**config.mk**
```make
export PLATFORM = sky130hd
export DESIGN_NAME = ata_sqrt_cell
export DESIGN_NICKNAME = d
export VERILOG_FILES = /design/src/rtl/ata_pkg.sv /design/src/rtl/ata_sqrt_cell.sv
export SDC_FILE = /design/constraint.sdc
export NUM_CORES = 1
export LEC_CHECK = 0
export BUFFER_PORTS_ARGS = -buffer_cell sky130_fd_sc_hd__buf_2
export CAP_MARGIN = 20
export CORE_MARGIN = 2
export CORE_UTILIZATION = 48
export DETAILED_ROUTE_END_ITERATION = 12
export PLACE_DENSITY = 0.81
export RECOVER_POWER = 25
export SLEW_MARGIN = 20
export SYNTH_ARGS = -nofsm -noshare
export SYNTH_HDL_FRONTEND = slang
export SYNTH_SLANG_ARGS = --single-unit
```
**constraint.sdc**
```tcl
create_clock -name clock -period 2.92 [get_ports clock]
set_input_delay 0.146 -clock clock [delete_from_list [all_inputs] [get_ports clock]]
set_output_delay 0.146 -clock clock [all_outputs]
set_load 0.02 [all_outputs]
```
**src/rtl/ata_pkg.sv**
```systemverilog
// ---------------------------------------------------------------------------
// Tilt angle accelerator: shared package
// Widths, constants, beat types and the arctangent table of the CORDIC.
// ---------------------------------------------------------------------------
package ata_pkg;

   localparam int CORDIC_STAGES_DEF = 16;
   localparam int MAX_STAGES        = 24;

   localparam int IN_W       = 16;
   localparam int SCALE_BITS = 12;
   localparam int RAD_W      = 32;
   localparam int SQRT_STEPS = RAD_W / 2 + SCALE_BITS;
   localparam int ROOT_W     = SQRT_STEPS;
   localparam int REM_W      = ROOT_W + 2;
   localparam int SQ_WORK_W  = REM_W + 2;

   localparam int CV_W      = 31;
   localparam int ACC_W     = 26;
   localparam int ATAN_W    = 22;
   localparam int OUT_SHIFT = 9;
   localparam int R_W       = ACC_W - OUT_SHIFT;
   localparam int PITCH_W   = 15;
   localparam int ROLL_W    = 16;

   localparam logic signed [ACC_W-1:0] DEG180_Q16 = 26'sd11796480;
   localparam logic signed [ACC_W-1:0] ROUND_HALF = 26'sd256;
   localparam logic signed [R_W-1:0]   PITCH_LIMIT = 17'sd11520;
   localparam logic signed [R_W-1:0]   ROLL_LIMIT  = 17'sd23040;

   typedef enum logic [1:0] {
      SPEC_NONE    = 2'd0,
      SPEC_ZERO    = 2'd1,
      SPEC_NEG_LIM = 2'd2
   } spec_type;

   typedef struct packed {
      logic signed [IN_W-1:0] x;
      logic signed [IN_W-1:0] y;
      logic signed [IN_W-1:0] z;
   } axes_type;

   typedef struct packed {
      logic [RAD_W-1:0]  rad;
      logic [REM_W-1:0]  rem;
      logic [ROOT_W-1:0] root;
   } sq_type;

   typedef struct packed {
      logic signed [CV_W-1:0]  xv;
      logic signed [CV_W-1:0]  yv;
      logic signed [ACC_W-1:0] acc;
      spec_type                spec;
   } vec_type;

   // atan(2^-idx) in degrees, scaled by 2^16 and rounded to nearest.
   function automatic logic [ATAN_W-1:0] atan_q16(input int unsigned idx);
      logic [ATAN_W-1:0] v;
      case (idx)
         0:  v = 22'd2949120;
         1:  v = 22'd1740967;
         2:  v = 22'd919879;
         3:  v = 22'd466945;
         4:  v = 22'd234379;
         5:  v = 22'd117304;
         6:  v = 22'd58666;
         7:  v = 22'd29335;
         8:  v = 22'd14668;
         9:  v = 22'd7334;
         10: v = 22'd3667;
         11: v = 22'd1833;
         12: v = 22'd917;
         13: v = 22'd458;
         14: v = 22'd229;
         15: v = 22'd115;
         16: v = 22'd57;
         17: v = 22'd29;
         18: v = 22'd14;
         19: v = 22'd7;
         20: v = 22'd4;
         21: v = 22'd2;
         22: v = 22'd1;
         default: v = '0;
      endcase
      return v;
   endfunction

endpackage

```
**src/rtl/ata_sqrt_cell.sv**
```systemverilog
// ---------------------------------------------------------------------------
// Tilt angle accelerator: square root cell
// One step of a digit-by-digit integer square root, carrying the sample along.
// ---------------------------------------------------------------------------
module ata_sqrt_cell (
   input  logic              clock,
   input  logic              load,
   input  ata_pkg::sq_type   sq_i,
   input  ata_pkg::axes_type axes_i,
   output ata_pkg::sq_type   sq_o,
   output ata_pkg::axes_type axes_o
);

   localparam int PAD_W = ata_pkg::SQ_WORK_W - ata_pkg::ROOT_W - 2;

   ata_pkg::sq_type   sq_ff, sq_in;
   ata_pkg::axes_type axes_ff;

   logic [ata_pkg::SQ_WORK_W-1:0] work, trial, diff;
   logic                          fits;

   // Bring down the next two radicand bits and try the next root bit.
   always_comb begin
      work  = {sq_i.rem, sq_i.rad[ata_pkg::RAD_W-1 -: 2]};
      trial = {{PAD_W{1'b0}}, sq_i.root, 2'b01};
      diff  = work - trial;
      fits  = (work >= trial);
      sq_in.rem  = fits ? diff[ata_pkg::REM_W-1:0] : work[ata_pkg::REM_W-1:0];
      sq_in.root = {sq_i.root[ata_pkg::ROOT_W-2:0], fits};
      sq_in.rad  = {sq_i.rad[ata_pkg::RAD_W-3:0], 2'b00};
   end

   always_ff @(posedge clock) begin
      if (load) begin
         sq_ff   <= sq_in;
         axes_ff <= axes_i;
      end
   end

   assign sq_o   = sq_ff;
   assign axes_o = axes_ff;

endmodule

```
==> results by stage <==
Setup path:
- Counting both buffers and inverters, the worst setup path holds a total of 5.
- The worst setup path is captured at a flip-flop.
- The delay of the slowest cell on the worst path is approximately 0.57 ns.
- At the worst endpoint, the arrival time is between 2 and 3 ns.
- The kind of start point of the critical path is a primary input.
- On the critical path the largest part of the delay comes from buffers and inverters.
- The cell that appears most often on the critical path is sky130_fd_sc_hd__o21ai_0.
- STA puts the critical path data required time at 3.18 ns.
- Of all nets on the critical path, the largest fanout is 16.
- The critical path goes through dlygate4sd3_1 -> buf_2 -> inv_1 -> ha_1 -> nand2_1 -> o21ai_0 -> nor3_1 -> a21oi_2 -> o21ai_4 -> inv_2 -> buf_4 -> o21ai_0 -> nor3b_1.
- The critical path is of the primary input to flip-flop type.
- The cell at the slowest stage of the critical path is sky130_fd_sc_hd__dlygate4sd3_1.

Layout:
- The fraction of final layout cells sized beyond drive strength 1 is 35.66%.
- The synthesis-to-finish area growth is 49.77%.
- The finished cells cover 9666 um^2.
- The final cell count without fillers is 1,094.
- The most common library cell in the layout ignoring fill and taps is sky130_fd_sc_hd__buf_2.
- The top cell types in the final layout, fill and taps aside, are sky130_fd_sc_hd__buf_2 (268), sky130_fd_sc_hd__edfxtp_1 (136), sky130_fd_sc_hd__dlygate4sd3_1 (105).
- The count of nets after finishing is 1,074.

Power:
- The combinational fraction of design power is a little under a quarter.
- The fraction of power spent switching nets is ~29%.
- The internal power contribution is 0.004197 W.
- Summed over all nets, the switching power comes to 0.001740 W.
- For this design the static power due to leakage is 4.224 nW.
- The clock network fraction of design power is between 30% and 40%.
- Across the VDD grid, the largest voltage drop is 0.3610 mV.
- For this design the ratio of total power to cell area is ~610 nW/um^2.
- Per report_power, the sequential group accounts for roughly two fifths of the total.

Timing:
- Counting I/O delays and the setup requirement, the final critical path takes 2.710 ns.
- The count of final setup violators is 0.
- Setup repair after global routing left no endpoint under its margin.
- The final count of pins violating max slew is 60.
- The number of hold violations in the final report is 0.
- For the final routed database, the setup TNS stands at 0 ns.
- The tightest hold path in the finished design has a slack of 0.02790 ns.
- At the pin with the least slew margin, the transition time is 1.559 ns.
- The achievable frequency is 368.9 MHz.
- Headroom to the max-slew limit came out at -3.929%.
- The post-route clock period utilization is between 90% and 100%.

Placement:
- Detailed placement ended at an HPWL of 12.38 mm.
- The number of input and output port buffers inserted is 275.
- The total cell area at the placement stage is around 8000 um^2.
- The number of cells in the design after placement is 953.
- Routability-driven placement finished with a final weighted congestion of 0.8416.

GRT:
- For this run the aggregate overflow at the end of global routing stands at 0.
- The total routing usage reported by global routing is 26.69%.
- The initial antenna violation count is 1.
- Entering global routing, the biggest net connects 61 pins.
- The first global-routing pass estimated just under 30 mm of wire.
- The via count of the first global-routing pass is roughly 5,600.

Yosys:
- The count of mapped cells out of synthesis is 510.
- Among all flip-flop cells after synthesis, the most frequent one is sky130_fd_sc_hd__edfxtp_1.
- Of the synthesized area, sequential elements account for between 60 and 70%.
- The number of different library cells used by synthesis comes to 63.
- The synthesized design spends more area on one cell type than any other, namely sky130_fd_sc_hd__edfxtp_1.
- After synthesis the netlist holds a flip-flop and latch count of 136.
- The Yosys step of the flow raised 0 warnings.
- The top cell type by area accounts for 63.28% of the synthesized area.
- The synthesized area per cell is about 13 um^2.
- The number of synthesized flops with an enable pin is 136.
- The cell area that synthesis handed to floorplanning was 6454 um^2.
- Sorting the synthesized cells by area gives the leading types as sky130_fd_sc_hd__edfxtp_1 (63%), sky130_fd_sc_hd__ha_1 (5.8%), sky130_fd_sc_hd__a21oi_1 (3.5%).
- Of all flip-flops after synthesis, the portion carrying an async set or reset was 0%.

Floorplan:
- The floorplan step set the die width to 120.0 um.
- From bottom edge to top edge, the die measures approximately 120 um.
- For this configuration, the core starts out at a cell density of ~50%.
- 278 I/O pins were placed.
- The area of the placeable core is 13,190 um^2.
- The die covers 14,390 um^2.
- The total number of placement rows is 42.

Detailed routing:
- The total DRC errors in the routed layout is 0.
- The iteration-0 DRC count of the detailed router is around 440.
- The number of vias per cell after detailed routing is 5.146.
- The pre-antenna-repair detailed-routing pass consisted of 5 iterations.
- Summed over all layers, the routed wires come to 19.45 mm.
- The number of vias in the routed layout is 5,630.
- The routed length per instance is 17.78 um.
- The remaining number of nets flagged by the antenna check after routing is 0.

Clock tree:
- The cell at the root of the clock tree is sky130_fd_sc_hd__clkbuf_16.
- TritonCTS built the clock tree.
- Gates resized during post-CTS repair numbered 0.
- In this run, CTS created clock tree buffers numbering 17.
- The number of clock sinks seen by CTS is 136.
- The level count of the clock H-tree is 4.
- After clock tree synthesis, the clock-pin slew on the worst setup and hold paths is 0.06 ns.
- The number of buffers between clock root and the deepest sink is 2.

Hold path:
- The classification of the worst-slack hold path is primary input to flip-flop.

Run status:
- The final reports fail on capacitance limit, slew limit.
- The flow ran to the end, but the final reports show violations.

Flow run:
- Across the run, the number of max-cap violations was 1.
metal layers:
metal / up-vias / GRT usage [%] / part of all wire, %
met2: 242 / 48.65 / 53
met1: 2665 / 30.69 / 38
met4: 0 / 8.162 / 1.9
met5: - / 0 / 0
met3: 30 / 6.749 / 6.7
li1: 2693 / - / -
Yosys cell counts, types with 4 or more instances:
| cell | instances |
|---|---|
| sky130_fd_sc_hd__a21oi_1 | 45 |
| sky130_fd_sc_hd__o21ai_1 | 7 |
| sky130_fd_sc_hd__o211ai_1 | 5 |
| sky130_fd_sc_hd__nand2_1 | 33 |
| sky130_fd_sc_hd__nor3_1 | 14 |
| sky130_fd_sc_hd__nor2_1 | 39 |
| sky130_fd_sc_hd__xor2_1 | 9 |
| sky130_fd_sc_hd__and3_1 | 5 |
| sky130_fd_sc_hd__or3_1 | 4 |
| sky130_fd_sc_hd__nand3_1 | 7 |
| sky130_fd_sc_hd__xnor2_1 | 12 |
| sky130_fd_sc_hd__o21a_1 | 5 |
| sky130_fd_sc_hd__ha_1 | 30 |
| sky130_fd_sc_hd__a21boi_0 | 4 |
| sky130_fd_sc_hd__a21o_1 | 9 |
| sky130_fd_sc_hd__o21ai_0 | 16 |
| sky130_fd_sc_hd__o31ai_1 | 4 |
| sky130_fd_sc_hd__a21oi_2 | 4 |
| sky130_fd_sc_hd__and2_1 | 5 |
| sky130_fd_sc_hd__buf_2 | 7 |
| sky130_fd_sc_hd__nand4_1 | 4 |
| sky130_fd_sc_hd__edfxtp_1 | 136 |
| sky130_fd_sc_hd__inv_1 | 43 |
power groups by stage:
stage	sequential, W	clock [W]	combinational, W
CTS	0.00245	0.00212	0.00133
global placement	0.00248	0	0.00120
floorplan	0.00276	0	0.000503
finish	0.00246	0.00212	0.00136
global route	0.00247	0.00223	0.00146
detailed placement	0.00248	0	0.00121
worst min-delay path, cell delays in order:
cell,delay [ns]
sky130_fd_sc_hd__buf_2,0.09
sky130_fd_sc_hd__nand2_1,0.04
sky130_fd_sc_hd__o21ai_1,0.06
registers in the layout, indices dropped and copies added (netlist names):
| register | count |
|---|---|
| sq_o | 88 |
| axes_o | 48 |
metrics by stage:
step	setup WS (ns)	total power, W	util (%)
6_report	0.2095	0.005936	73.28
5_1_grt	0.01918	0.006166	73.28
4_1_cts	0.2366	0.005904	73.18
3_5_place_dp	0.3401	0.003696	60.82
3_3_place_gp	0.3489	0.003675	60.82
2_1_floorplan	0.7806	0.003260	-
path summary, 6_finish.rpt:
kind / startpoint / to / slack, ns / cells after the start
setup / recovery: sq_i[12] / sq_o[57] / 0.21 / 13
hold / removal: sq_i[53] / sq_o[55] / 0.03 / 3
what timing repair did:
| item | in CTS | in global routing |
|---|---|---|
| endpoints found under the setup margin | 0 | 1 |
| hold buffers | 105 | 0 |
| endpoints found under the hold margin | 105 | 0 |
| buffers inserted | 0 | 3 |
cell type report:
class | count | area, um^2
Antenna cell | 1 | 2.502
Clock buffer | 18 | 429.2
Clock inverter | 14 | 150.1
Fill cell | 873 | 3525
Inverter | 44 | 165.2
Multi-Input combinational cell | 315 | 2106
Sequential cell | 136 | 4084
Tap cell | 176 | 220.2
Timing Repair Buffer | 390 | 2509
cells by family (layout without fill, tap and decap cells):
family	count (synthesis)	count (layout)	synth area share (%)
AOI/OAI and AO/OA	130	130	13.73
xor gates and xnor gates	21	21	2.850
adders and majority gates	30	30	5.816
buffers and inverters	60	466	4.149
DFF	136	136	63.28
muxes	1	1	0.1551
other	1	3	0.05811
and+or+nand+nor	131	131	9.965
Note: power is estimated with default switching activity, not from simulation.
